$ cat config.mk
export PLATFORM = sky130hd
export DESIGN_NAME = quoted_argument_tokenizer_flat
export DESIGN_NICKNAME = d
export VERILOG_FILES = /design/src/qat_pkg.sv /design/src/qat_if.sv /design/src/qat_step.sv /design/src/quoted_argument_tokenizer.sv /design/src/flat_wrapper.sv
export SDC_FILE = /design/constraint.sdc
export NUM_CORES = 1
export LEC_CHECK = 0
export BUFFER_PORTS_ARGS = -buffer_cell sky130_fd_sc_hd__buf_4
export CORE_UTILIZATION = 50
export DETAILED_ROUTE_END_ITERATION = 10
export HOLD_SLACK_MARGIN = 0.02
export PLACE_DENSITY_LB_ADDON = 0.2
export REMOVE_ABC_BUFFERS = 1
export SKIP_CTS_REPAIR_TIMING = 1
export SLEW_MARGIN = 0
export SYNTH_ARGS = -nofsm -noshare
export SYNTH_HDL_FRONTEND = slang
export SYNTH_SLANG_ARGS = --single-unit
$ cat constraint.sdc
create_clock -name i_clk -period 2.26 [get_ports i_clk]
set_clock_uncertainty 0.05 [all_clocks]
set_input_delay 0.452 -clock i_clk [delete_from_list [all_inputs] [get_ports i_clk]]
set_output_delay 0.452 -clock i_clk [all_outputs]
set_load 0.02 [all_outputs]
$ cat src/qat_pkg.sv
// Package for the quoted argument tokenizer.
// Holds the scan mode type, the result record and the character codes.
// No dependencies; the other source files refer to it by scoped names.
package qat_pkg;

    localparam int unsigned CharWidth = 8;

    typedef logic [CharWidth-1:0] t_char;

    localparam t_char ChNul       = 8'h00;
    localparam t_char ChTab       = 8'h09;
    localparam t_char ChSpace     = 8'h20;
    localparam t_char ChDquote    = 8'h22;
    localparam t_char ChSquote    = 8'h27;
    localparam t_char ChBackslash = 8'h5C;

    // Scan modes. The unused code 7 behaves as MODE_BETWEEN.
    typedef enum logic [2:0] {
        MODE_BETWEEN = 3'd0,
        MODE_BARE    = 3'd1,
        MODE_BARE_ESC = 3'd2,
        MODE_SQ      = 3'd3,
        MODE_SQ_ESC  = 3'd4,
        MODE_DQ      = 3'd5,
        MODE_DQ_ESC  = 3'd6
    } t_scan_mode;

    // One result item.
    typedef struct packed {
        logic  new_arg;
        logic  has_char;
        t_char out_char;
        logic  done_res;
        logic  aborted;
    } t_result;

endpackage

$ cat src/qat_if.sv
// Stream interfaces of the quoted argument tokenizer: input characters and results.
// Each carries valid, ready and its payload. Depends on qat_pkg.
interface qat_in_if;
    logic             valid;
    logic             ready;
    qat_pkg::t_char   ch;

    modport source (output valid, output ch, input ready);
    modport sink   (input valid, input ch, output ready);
endinterface

interface qat_out_if;
    logic             valid;
    logic             ready;
    logic             new_arg;
    logic             has_char;
    qat_pkg::t_char   out_char;
    logic             done_res;
    logic             aborted;

    modport source (output valid, output new_arg, output has_char, output out_char,
                    output done_res, output aborted, input ready);
    modport sink   (input valid, input new_arg, input has_char, input out_char,
                    input done_res, input aborted, output ready);
endinterface

$ cat src/qat_step.sv
// Next scan mode and result for one character of the quoted argument tokenizer.
// Purely combinational. Depends on qat_pkg.
module qat_step (
    input  qat_pkg::t_scan_mode i_mode,
    input  qat_pkg::t_char      i_ch,
    output qat_pkg::t_scan_mode o_mode,
    output qat_pkg::t_result    o_res
);

    logic is_nul;
    logic is_ws;
    logic is_quote;
    logic closes;
    qat_pkg::t_scan_mode open_mode;
    qat_pkg::t_result    open_res;

    assign is_nul   = (i_ch == qat_pkg::ChNul);
    assign is_ws    = (i_ch == qat_pkg::ChSpace) || (i_ch == qat_pkg::ChTab);
    assign is_quote = (i_ch == qat_pkg::ChSquote) || (i_ch == qat_pkg::ChDquote);
    assign closes   = ((i_mode == qat_pkg::MODE_SQ) && (i_ch == qat_pkg::ChSquote)) ||
                      ((i_mode == qat_pkg::MODE_DQ) && (i_ch == qat_pkg::ChDquote));

    // Opening a new argument at a non-blank, non-zero character.
    always_comb begin
        open_res          = '0;
        open_res.new_arg  = 1'b1;
        if (i_ch == qat_pkg::ChSquote) begin
            open_mode = qat_pkg::MODE_SQ;
        end else if (i_ch == qat_pkg::ChDquote) begin
            open_mode = qat_pkg::MODE_DQ;
        end else if (i_ch == qat_pkg::ChBackslash) begin
            open_mode = qat_pkg::MODE_BARE_ESC;
        end else begin
            open_mode         = qat_pkg::MODE_BARE;
            open_res.has_char = 1'b1;
            open_res.out_char = i_ch;
        end
    end

    always_comb begin
        o_mode = i_mode;
        o_res  = '0;
        case (i_mode)
            qat_pkg::MODE_BARE: begin
                if (is_nul) begin
                    o_mode         = qat_pkg::MODE_BETWEEN;
                    o_res.done_res = 1'b1;
                end else if (is_ws) begin
                    o_mode = qat_pkg::MODE_BETWEEN;
                end else if (is_quote) begin
                    o_mode = open_mode;
                    o_res  = open_res;
                end else if (i_ch == qat_pkg::ChBackslash) begin
                    o_mode = qat_pkg::MODE_BARE_ESC;
                end else begin
                    o_res.has_char = 1'b1;
                    o_res.out_char = i_ch;
                end
            end
            qat_pkg::MODE_BARE_ESC: begin
                o_res.has_char = 1'b1;
                if (is_nul) begin
                    // A trailing backslash is kept as a literal character.
                    o_mode         = qat_pkg::MODE_BETWEEN;
                    o_res.out_char = qat_pkg::ChBackslash;
                    o_res.done_res = 1'b1;
                end else begin
                    o_mode         = qat_pkg::MODE_BARE;
                    o_res.out_char = i_ch;
                end
            end
            qat_pkg::MODE_SQ, qat_pkg::MODE_DQ: begin
                if (is_nul) begin
                    o_mode         = qat_pkg::MODE_BETWEEN;
                    o_res.done_res = 1'b1;
                    o_res.aborted  = 1'b1;
                end else if (closes) begin
                    o_mode = qat_pkg::MODE_BETWEEN;
                end else if (i_ch == qat_pkg::ChBackslash) begin
                    o_mode = (i_mode == qat_pkg::MODE_SQ) ? qat_pkg::MODE_SQ_ESC
                                                          : qat_pkg::MODE_DQ_ESC;
                end else begin
                    o_res.has_char = 1'b1;
                    o_res.out_char = i_ch;
                end
            end
            qat_pkg::MODE_SQ_ESC, qat_pkg::MODE_DQ_ESC: begin
                if (is_nul) begin
                    o_mode         = qat_pkg::MODE_BETWEEN;
                    o_res.done_res = 1'b1;
                    o_res.aborted  = 1'b1;
                end else begin
                    o_mode = (i_mode == qat_pkg::MODE_SQ_ESC) ? qat_pkg::MODE_SQ
                                                              : qat_pkg::MODE_DQ;
                    o_res.has_char = 1'b1;
                    o_res.out_char = i_ch;
                end
            end
            default: begin
                // Between arguments, and the unused mode code.
                if (is_nul) begin
                    o_mode         = qat_pkg::MODE_BETWEEN;
                    o_res.done_res = 1'b1;
                end else if (is_ws) begin
                    o_mode = qat_pkg::MODE_BETWEEN;
                end else begin
                    o_mode = open_mode;
                    o_res  = open_res;
                end
            end
        endcase
    end

endmodule

$ cat src/quoted_argument_tokenizer.sv
// Top level of the quoted argument tokenizer.
// Depends on qat_pkg, the interfaces in qat_if.sv and the qat_step module.

// Splits a character stream into shell-style arguments, one character per
// transfer, and gives exactly one result transfer for every input transfer.
// Space and tab separate arguments; single and double quotes group text and
// are removed; a backslash makes the next character literal. A zero byte ends
// the string: its result has done_res set, and aborted set as well when a quote
// was left open, in which case the last argument should be dropped. After the
// zero byte the tokenizer is back between arguments, ready for a new string.
// Throughput is one character per clock cycle while results are taken. An
// input transfer captures the character in the input register; the mode logic
// then writes its result into the result register while the scan mode register
// advances, and the result is offered from there. The input stays ready while
// a result waits, as long as the input register is free to move on, so stalls
// cost nothing beyond the two-entry buffering.
module quoted_argument_tokenizer (
    input  logic       i_clk,
    input  logic       i_rst_n,
    qat_in_if.sink     i_in,
    qat_out_if.source  o_out
);

    // Input register.
    logic                r_in_valid;
    qat_pkg::t_char      r_in_ch;

    // Scan mode and result register.
    qat_pkg::t_scan_mode r_mode;
    qat_pkg::t_scan_mode n_mode;
    logic                r_out_valid;
    qat_pkg::t_result    r_res;
    qat_pkg::t_result    n_res;

    logic                advance;
    logic                in_xfer;
    logic                out_xfer;

    qat_step u_step (
        .i_mode (r_mode),
        .i_ch   (r_in_ch),
        .o_mode (n_mode),
        .o_res  (n_res)
    );

    // The held character moves into the result register when that register
    // is empty or its result is taken in the same cycle.
    assign out_xfer   = r_out_valid && o_out.ready;
    assign advance    = r_in_valid && (!r_out_valid || o_out.ready);
    assign i_in.ready = !r_in_valid || advance;
    assign in_xfer    = i_in.valid && i_in.ready;

    always_ff @(posedge i_clk) begin
        if (!i_rst_n) begin
            r_in_valid  <= 1'b0;
            r_out_valid <= 1'b0;
            r_mode      <= qat_pkg::MODE_BETWEEN;
        end else begin
            if (in_xfer) begin
                r_in_valid <= 1'b1;
            end else if (advance) begin
                r_in_valid <= 1'b0;
            end
            if (advance) begin
                r_out_valid <= 1'b1;
                r_mode      <= n_mode;
            end else if (out_xfer) begin
                r_out_valid <= 1'b0;
            end
        end
    end

    always_ff @(posedge i_clk) begin
        if (in_xfer) begin
            r_in_ch <= i_in.ch;
        end
        if (advance) begin
            r_res <= n_res;
        end
    end

    assign o_out.valid    = r_out_valid;
    assign o_out.new_arg  = r_res.new_arg;
    assign o_out.has_char = r_res.has_char;
    assign o_out.out_char = r_res.out_char;
    assign o_out.done_res = r_res.done_res;
    assign o_out.aborted  = r_res.aborted;

endmodule

$ cat src/flat_wrapper.sv
// flat-port wrapper written by rule: the top's interface ports become plain ports
module quoted_argument_tokenizer_flat 
  (i_clk, i_rst_n, i_in_valid, i_in_ch, i_in_ready, o_out_valid, o_out_new_arg, o_out_has_char, o_out_out_char, o_out_done_res, o_out_aborted, o_out_ready);
  qat_in_if i_in_i ();
  qat_out_if o_out_i ();
  input  logic i_clk;
  input  logic i_rst_n;
  input wire logic [$bits(i_in_i.valid)-1:0] i_in_valid;
  input wire logic [$bits(i_in_i.ch)-1:0] i_in_ch;
  output wire logic [$bits(i_in_i.ready)-1:0] i_in_ready;
  output wire logic [$bits(o_out_i.valid)-1:0] o_out_valid;
  output wire logic [$bits(o_out_i.new_arg)-1:0] o_out_new_arg;
  output wire logic [$bits(o_out_i.has_char)-1:0] o_out_has_char;
  output wire logic [$bits(o_out_i.out_char)-1:0] o_out_out_char;
  output wire logic [$bits(o_out_i.done_res)-1:0] o_out_done_res;
  output wire logic [$bits(o_out_i.aborted)-1:0] o_out_aborted;
  input wire logic [$bits(o_out_i.ready)-1:0] o_out_ready;
  assign i_in_i.valid = i_in_valid;
  assign i_in_i.ch = i_in_ch;
  assign i_in_ready = i_in_i.ready;
  assign o_out_valid = o_out_i.valid;
  assign o_out_new_arg = o_out_i.new_arg;
  assign o_out_has_char = o_out_i.has_char;
  assign o_out_out_char = o_out_i.out_char;
  assign o_out_done_res = o_out_i.done_res;
  assign o_out_aborted = o_out_i.aborted;
  assign o_out_i.ready = o_out_ready;
  quoted_argument_tokenizer u_core (.i_clk(i_clk), .i_rst_n(i_rst_n), .i_in(i_in_i), .o_out(o_out_i));
endmodule
==> flow_summary_export.csv, run 1 <==
group,metric,value,unit
sta,slew_viol_final,0,
placement,place_hpwl,2650,µm
logic_synthesis,netlist_top_cells_count,"edfxtp_1, nand2_1",
power_and_ir_drop,power_density,511,mW/mm²
cells_and_area,nets,206,
sta,period_needed,2180,ps
routing,dr.first_iter.drc_count,50,
placement,pre_cts_ws,9.12,ps
worst_setup_path,cp-startpoint,"u_core.r_in_ch[1]$_DFFE_PP_",
sta,clock.fmax,458,MHz
placement,gp_congestion,0.907,
global_routing,grt_pass1_wl,5630,µm
hold_path,worstHoldStart,"i_in_ch[2]",
floorplanning,pin_count,26,
clock_network,cts_tree,"built",
global_routing,grt_antenna_before_repair,0,
clock_network,clk_pin_slew,130,ps
sta,worst_pin_slew,566,ps
worst_setup_path,cpPeakStageDelay,490,ps
worst_setup_path,cp-end-kind,"flip-flop",
routing,drcViolationCount,0,
logic_synthesis,yosys-top-cells-area,"edfxtp_1, dfxtp_1, buf_4, a21oi_1, nor3_1",
sta,timing.final.ws_setup,75.2,ps
clock_network,clockBufferDepth,2,
sta,setup_viol,0,
floorplanning,die_w,57.5,µm
clock_network,htreeDepth,1,
worst_setup_path,path_cells,"buf_6 > or2_2 > a2111oi_4 > a211o_2 > o221ai_1 > and2_1",
worst_setup_path,crit_fanout,4,
logic_synthesis,yosysWarnings,0,
floorplanning,fp-row-count,19,
cells_and_area,antenna_cells,0,
worst_setup_path,cpMaxStageDelayCell,"edfxtp_1",
routing,wl_per_cell,16.4,µm
logic_synthesis,yosys.area.top_type_share,39.0,%
power_and_ir_drop,power,1010,µW
cells_and_area,finalNonFillerCells,224,
sta,period_share,96.7,%
clock_network,cts-root-buf,"clkbuf_4",
global_routing,grt_overflow,0,
placement,placed_cells,218,
cells_and_area,drive_gt1_share,38.9,%
power_and_ir_drop,p_leak,0.000761,µW
worst_setup_path,rr_startpoint,"u_core.r_in_ch[1]$_DFFE_PP_",
logic_synthesis,ys.flop_type,"edfxtp_1",
floorplanning,die-area,0.00331,mm²
logic_synthesis,yosysMostFrequentCell,"edfxtp_1",
routing,dr.pass1.iters,4,
global_routing,grt_max_degree,15,
cells_and_area,fin_util,69.6,%
global_routing,first_global_vias,1241,
clock_network,clock_latency,330,ps
power_and_ir_drop,worst_ir_drop_vdd,0.412,mV
logic_synthesis,synth-edff-count,20,
worst_setup_path,path_delay_family,"compound AO/OA/AOI/OAI gates",
floorplanning,initial_utilization,54.4,%
cells_and_area,syn_to_final_growth,27.8,%
global_routing,grt_usage,22.9,%
logic_synthesis,synth.distinct_cells,49,
status,status,"complete, no violations",
worst_setup_path,critPathKind,"flip-flop to flip-flop",
sta,hold_violations,0,
logic_synthesis,async_flop_share,0,%
worst_setup_path,worst-endpoint-arrival,2240,ps
placement,portBuffers,25,
clock_network,numCtsBuffers,3,
logic_synthesis,synth-seq-cells,25,
hold_path,holdCritPathClass,"input port to flip-flop",
worst_setup_path,required,2320,ps
routing,totalWireLength,3670,µm
clock_network,cts.sinks,25,
floorplanning,core,0.00283,mm²
run,cap_violations,0,
routing,via_count,1356,
logic_synthesis,synthCells,150,
logic_synthesis,ys_seq_area_share,45.5,%
worst_setup_path,cp-start-kind,"flip-flop",
sta,slew_headroom,61.9,%
logic_synthesis,synth_area,0.00154,mm²
logic_synthesis,yosysTopAreaCell,"edfxtp_1",
cells_and_area,fillCellCount,202,
floorplanning,dieHeight,57.5,µm
routing,via_per_inst,6.05,
routing,drtAntennaViolNets,0,
worst_setup_path,crit_buf_inv,1,
logic_synthesis,avgSynthCellArea,10.3,µm²
-- path summary, 6_finish.rpt --
kind / to / slack [ps] / cells past startpoint
setup / recovery: u_core.o_out.out_char[5]$_DFFE_PP_ / 80 / 6
hold / removal: u_core.r_in_ch[2]$_DFFE_PP_ / 230 / 1
setup reg to reg: u_core.o_out.out_char[5]$_DFFE_PP_ / 80 / 6
hold reg to reg: u_core.r_in_valid$_SDFFE_PN0P_ / 500 / 2
-- final cells by class --
class                      count  area [µm²]  share of cell area, %
clock buffer                   3        22.5                   1.14
sequential                    25         701                   35.6
inverter                       8        30.0                   1.53
clock inverter                 1        5.00                  0.254
multi-input combinational    102         754                   38.3
timing repair buffer          54         417                   21.2
tap                           31        38.8                   1.97
-- per-layer routing --
metal	vias up	track usage, %	wire (µm)
met2	55	37.0	1780
met4	0	9.41	82
li1	661	-	-
met1	633	30.5	1600
met5	-	0	0
met3	7	3.85	214
-- registers in the layout (all words and copies together) (netlist names) --
register	flops
u_core.o_out.out_char	8
u_core.r_in_valid	1
u_core.r_mode	3
u_core.o_out.valid	1
u_core.r_in_ch	8
u_core.o_out.done_res	1
u_core.o_out.new_arg	1
u_core.o_out.aborted	1
u_core.o_out.has_char	1
-- cell families (layout without fill, tap and decap cells) --
logic type             Yosys count  after routing  share of synthesized area [%]
AO/OA/AOI/OAI                   48             48                           24.8
flip-flops                      25             25                           45.5
XOR/XNOR                         1              1                          0.569
AND/OR/NAND/NOR                 52             52                           20.3
multiplexers                     1              1                          0.650
buffers and inverters           23             66                           8.20
-- through the flow --
stage / cell area (µm²) / hold WS (ps) / setup TNS, ps
2_1_floorplan: 1440 / 435 / -254
3_3_place_gp: 1870 / 454 / 0
3_5_place_dp: 1870 / 489 / 0
4_1_cts: 1900 / 224 / -1.65
5_1_grt: 1970 / 211 / -155
6_report: 1970 / 232 / 0
-- power breakdown --
| group | internal [µW] | switching, µW | leakage, µW |
|---|---|---|---|
| Sequential | 532 | 21.4 | 0.000232 |
| Combinational | 113 | 131 | 0.000511 |
| Clock | 66.7 | 141 | 0.0000177 |
-- placed cells by master (no fill, tap or decap), types with 4 or more instances in the layout --
cell,count
nor3_1,7
buf_4,51
nor2b_1,4
o21ai_0,7
dfxtp_1,5
nor2_1,7
a21oi_1,8
edfxtp_1,20
o21a_1,5
o22ai_1,4
inv_1,8
nand2_1,9
-- worst register-to-register path, cell delays in order (launching register included) --
cell	delay [ps]
edfxtp_1	490
buf_6	160
or2_2	340
a2111oi_4	430
a211o_2	180
o221ai_1	120
and2_1	190
No activity file was read; power rests on OpenSTA's default activity.
==> run 2, diff against run 1 <==
CORE_ASPECT_RATIO = 0.7   (was not set)
CORE_UTILIZATION = 45   (was 50)
==> run 2 against run 1 <==
Compared with the run above:
- the run now ends with negative setup slack left
- critical path type unchanged
- critical path depth up 1
- worst hold slack better by 70 ps
- die area up 11%
==> flow_summary_export.csv, run 2 (same netlist as run 1, synthesis figures left out) <==
group,metric,value,unit
status,status,"finished, violations left",
status,violations,"negative setup slack",
routing,via_count,1369,
global_routing,grt_usage,22.1,%
floorplanning,core,0.00321,mm²
sta,period_needed,2270,ps
worst_setup_path,cp-start-kind,"flip-flop",
routing,dr.first_iter.drc_count,94,
floorplanning,die-area,0.00366,mm²
hold_path,holdCritPathClass,"input port to flip-flop",
worst_setup_path,rr_startpoint,"u_core.r_in_ch[4]$_DFFE_PP_",
sta,grt_setup_unrepaired,"yes",
sta,timing.final.ws_setup,-12.9,ps
cells_and_area,syn_to_final_growth,28.4,%
routing,via_per_inst,5.70,
cells_and_area,layout_commonest_cell,"buf_4",
sta,timing.hold.ws,301,ps
global_routing,grt_max_degree,15,
worst_setup_path,cp-end-kind,"flip-flop",
routing,drtAntennaViolNets,0,
sta,fin_setup_tns,-27.3,ps
sta,slew_headroom,65.8,%
worst_setup_path,worst-endpoint-arrival,2250,ps
floorplanning,die_w,71.9,µm
worst_setup_path,critPathKind,"flip-flop to flip-flop",
clock_network,clk_pin_slew,80,ps
run,cap_violations,0,
routing,wl_per_cell,14.9,µm
routing,totalWireLength,3580,µm
power_and_ir_drop,p_leak,0.000764,µW
placement,pre_cts_ws,49.2,ps
power_and_ir_drop,worst_ir_drop_vdd,0.468,mV
sta,period_share,101,%
worst_setup_path,required,2240,ps
floorplanning,fp-row-count,17,
sta,clock.fmax,440,MHz
floorplanning,pin_count,26,
sta,setup_viol,4,
routing,dr.pass1.iters,5,
routing,drcViolationCount,0,
clock_network,clockBufferDepth,2,
clock_network,clock_latency,270,ps
hold_path,worstHoldStart,"i_in_ch[0]",
global_routing,grt_overflow,0,
global_routing,grt_antenna_before_repair,0,
worst_setup_path,path_cells,"or4_4 > nor4_4 > buf_4 > a211oi_2 > a21oi_1 > buf_4 > o22ai_1",
worst_setup_path,cp-startpoint,"u_core.r_in_ch[4]$_DFFE_PP_",
worst_setup_path,path_delay_family,"simple AND/OR/NAND/NOR gates",
clock_network,htreeDepth,1,
worst_setup_path,crit_fanout,5,
clock_network,cts-root-buf,"clkbuf_8",
power_and_ir_drop,power,1070,µW
sta,slew_viol_final,0,
global_routing,first_global_vias,1272,
worst_setup_path,crit_buf_inv,2,
worst_setup_path,cpPeakStageDelay,610,ps
sta,hold_violations,0,
power_and_ir_drop,power_density,539,mW/mm²
cells_and_area,antenna_cells,0,
floorplanning,initial_utilization,48.0,%
worst_setup_path,cpMaxStageDelayCell,"or4_4",
cells_and_area,fin_util,61.6,%
clock_network,numCtsBuffers,3,
clock_network,cts.sinks,25,
worst_setup_path,crit_top_cell,"buf_4",
placement,place_hpwl,2610,µm
clock_network,cts_tree,"built",
placement,gp_congestion,0.886,
sta,worst_pin_slew,512,ps
global_routing,grt_pass1_wl,5970,µm
floorplanning,dieHeight,51.0,µm
placement,portBuffers,25,
cells_and_area,final_cell_mix,"buf_4, edfxtp_1, nand2_1",
cells_and_area,drive_gt1_share,37.8,%
cells_and_area,nets,206,
-- run 2: cell type report --
type / count / area (µm²)
Timing Repair Buffer: 54 / 405
Fill cell: 259 / 1230
Clock buffer: 4 / 45.0
Tap cell: 47 / 58.8
Inverter: 8 / 30.0
Multi-Input combinational cell: 102 / 738
Sequential cell: 25 / 701
-- run 2: path summary, 6_finish.rpt --
kind              slack (ps)                                  to  cells past startpoint
setup / recovery         -10  u_core.o_out.out_char[6]$_DFFE_PP_                      7
hold / removal           300         u_core.r_in_ch[0]$_DFFE_PP_                      1
setup reg to reg         -10  u_core.o_out.out_char[6]$_DFFE_PP_                      7
hold reg to reg          490     u_core.o_out.valid$_SDFFE_PN0P_                      1
-- run 2: report_power, final --
part           internal, µW  switching, µW
clock network           126            141
registers               532           19.5
logic                   114            132
total                   773            293
-- run 2: per-layer routing --
metal / track usage (%) / share of wire, % / wire length, µm
met2: 35.8 / 45 / 1610
met3: 5.33 / 7.7 / 274
met5: 0 / 0 / 0
met1: 28.8 / 46 / 1650
met4: 8.50 / 1.1 / 40
-- run 2: per-stage QoR --
| stage | cells | area, µm² |
|---|---|---|
| final | 240 | 1980 |
| after global routing | 240 | 1980 |
| after CTS | 236 | 1920 |
| after detailed placement | 232 | 1880 |
| after global placement | 232 | 1880 |
| after floorplan | 135 | 1440 |
==> run 3, diff against run 2 <==
ABC_AREA = 1   (was not set)
==> run 3 against run 2 <==
Compared with the run above:
- the run now ends clean
- die area grew 0.54%
- sequential cell count unchanged
- final cell count increased by 8.8%
- non-clock buffer count shrank 27
- global-route usage shrank 2.2 points
- wire length decreased by 5.6%
- via count decreased by 0.80%
- critical path type unchanged
- critical endpoint is now u_core.o_out.out_char[5]$_DFFE_PP_
==> flow_summary_export.csv, run 3 <==
group,metric,value,unit
routing,drcViolationCount,0,
floorplanning,die-area,0.00368,mm²
clock_network,cts_tree,"built",
floorplanning,initial_utilization,48.2,%
logic_synthesis,synth.distinct_cells,31,
routing,dr.first_iter.drc_count,135,
power_and_ir_drop,seq_power_share,51.7,%
logic_synthesis,avgSynthCellArea,8.33,µm²
worst_setup_path,cpMaxStageDelayCell,"edfxtp_1",
sta,slew_viol_final,0,
sta,worst_pin_slew,447,ps
global_routing,grt_antenna_before_repair,0,
clock_network,clockBufferDepth,2,
placement,place_hpwl,2640,µm
sta,period_needed,1870,ps
placement,portBuffers,25,
cells_and_area,final_cell_mix,"nand2_1, buf_4, edfxtp_1, nor2_1, inv_1",
sta,grt_setup_unrepaired,"no",
global_routing,grt_pass1_wl,5500,µm
sta,setup_viol,0,
clock_network,htreeDepth,1,
logic_synthesis,synthCells,186,
sta,fin_setup_tns,0,ps
cells_and_area,antenna_cells,0,
cells_and_area,nets,227,
floorplanning,core,0.00321,mm²
sta,period_share,82.9,%
floorplanning,fp-row-count,17,
cells_and_area,layout_commonest_cell,"nand2_1",
worst_setup_path,ff2ff_setup_slack,390,ps
routing,via_per_inst,5.20,
worst_setup_path,path_cells,"inv_2 > nand2_4 > nor2_8 > nand3_2 > nand2_1 > nor2_1 > a21oi_1 > a21oi_1",
logic_synthesis,yosys.area.top_type_share,38.8,%
floorplanning,dieHeight,51.1,µm
sta,hold_violations,0,
power_and_ir_drop,clkPwrFrac,24.0,%
run,cap_violations,0,
worst_setup_path,worst-endpoint-arrival,1840,ps
logic_synthesis,ys_seq_area_share,45.2,%
logic_synthesis,yosysWarnings,0,
global_routing,grt_max_degree,14,
worst_setup_path,crit_buf_inv,1,
clock_network,cts.sinks,25,
hold_path,holdCritPathClass,"input port to flip-flop",
routing,drtAntennaViolNets,0,
power_and_ir_drop,intPower,769,µW
power_and_ir_drop,p_leak,0.000845,µW
cells_and_area,drive_gt1_share,30.8,%
routing,totalWireLength,3380,µm
logic_synthesis,yosys-top-cells-area,"edfxtp_1, nand2_1, dfxtp_1, a21oi_1, nor2_1",
floorplanning,die_w,72.1,µm
clock_network,clk_pin_slew,90,ps
logic_synthesis,synth-edff-count,20,
routing,wl_per_cell,12.9,µm
logic_synthesis,synth_area,0.00155,mm²
power_and_ir_drop,worst_ir_drop_vdd,0.292,mV
power_and_ir_drop,power.switching,329,µW
status,status,"complete, no violations",
worst_setup_path,cp-start-kind,"flip-flop",
worst_setup_path,cp-startpoint,"u_core.r_in_ch[6]$_DFFE_PP_",
cells_and_area,finalNonFillerCells,261,
sta,clock.fmax,534,MHz
worst_setup_path,crit_top_cell,"a21oi_1",
worst_setup_path,cp-end-kind,"flip-flop",
worst_setup_path,required,2230,ps
worst_setup_path,path_delay_family,"simple AND/OR/NAND/NOR gates",
routing,dr.pass1.iters,4,
logic_synthesis,yosysTopAreaCell,"edfxtp_1",
power_and_ir_drop,switching_share,30.0,%
worst_setup_path,critPathKind,"flip-flop to flip-flop",
floorplanning,pin_count,26,
global_routing,grt_overflow,0,
worst_setup_path,crit_fanout,6,
clock_network,numCtsBuffers,3,
logic_synthesis,yosysMostFrequentCell,"nand2_1",
worst_setup_path,cpPeakStageDelay,510,ps
logic_synthesis,netlist_top_cells_count,"nand2_1, edfxtp_1, nor2_1, inv_1, a21oi_1",
power_and_ir_drop,power_frac_comb,24.3,%
routing,via_count,1358,
sta,slew_headroom,70.1,%
clock_network,clock_latency,270,ps
clock_network,cts-root-buf,"clkbuf_8",
worst_setup_path,rr_startpoint,"u_core.r_in_ch[6]$_DFFE_PP_",
placement,placed_cells,257,
logic_synthesis,ys.flop_type,"edfxtp_1",
global_routing,first_global_vias,1222,
cells_and_area,syn_to_final_growth,18.7,%
hold_path,worstHoldStart,"i_in_ch[6]",
global_routing,grt_usage,20.0,%
placement,gp_congestion,0.944,
logic_synthesis,async_flop_share,0,%
power_and_ir_drop,power_density,597,mW/mm²
logic_synthesis,synth-seq-cells,25,
==> run 3: cell count changes after synthesis, sizes merged, moves of 5 or more <==
cell,previous run,this run
a21oi,8,14
nor2b,5,0
nor4,5,0
nand2,9,51
o21a,5,0
nand4,2,8
inv,8,26
nor2,8,28
nand3,0,17
nor3,8,3
buf,10,2
==> run 3: area by class of cell <==
| type | count | area [µm²] |
|---|---|---|
| Inverter | 26 | 97.6 |
| Clock buffer | 4 | 45.0 |
| Sequential cell | 25 | 701 |
| Timing Repair Buffer | 27 | 203 |
| Fill cell | 277 | 1370 |
| Tap cell | 47 | 58.8 |
| Multi-Input combinational cell | 132 | 734 |
==> run 3: power groups by stage <==
| stage | combinational (µW) | sequential, µW | clock, µW |
|---|---|---|---|
| detailed placement | 265 | 577 | 0 |
| global route | 293 | 572 | 290 |
| global placement | 260 | 577 | 0 |
| finish | 267 | 567 | 264 |
| CTS | 265 | 567 | 274 |
| floorplan | 160 | 595 | 0 |
==> run 3: worst paths after layout <==
check	cells past startpoint	to
worst max-delay path	8	u_core.o_out.out_char[5]$_DFFE_PP_
worst min-delay path	1	u_core.r_in_ch[6]$_DFFE_PP_
worst max register to register	8	u_core.o_out.out_char[5]$_DFFE_PP_
worst min register to register	2	u_core.o_out.valid$_SDFFE_PN0P_
==> run 3: cell families (layout without fill, tap and decap cells) <==
| family | count (synthesis) | in the layout | share of synthesized area [%] |
|---|---|---|---|
| AND/OR/NAND/NOR | 108 | 108 | 38.6 |
| buffers and inverters | 29 | 57 | 7.35 |
| flip-flops | 25 | 25 | 45.2 |
| AO/OA/AOI/OAI | 24 | 24 | 8.81 |
==> run 3: worst register-to-register path: cells and delay by family (launching register included) <==
family,cells,cell delay (ps)
AO/OA/AOI/OAI,2,370
buffers and inverters,1,140
flip-flops,1,510
AND/OR/NAND/NOR,5,560
==> run 3: routing by layer <==
layer,track usage [%],routed length [µm]
met3,4.73,299
met5,0,0
met1,26.3,1470
met4,6.21,31
met2,32.6,1580
==> run 3: stage by stage <==
step	instance area (µm²)	setup WS, ps	power, µW	hold slack, ps	util [%]
after detailed placement	1790	431	842	423	55.9
final	1840	387	1100	308	57.3
after floorplan	1530	483	756	397	-
after CTS	1840	426	1110	301	57.3
after global routing	1840	268	1150	289	57.3
after global placement	1790	453	837	408	55.9
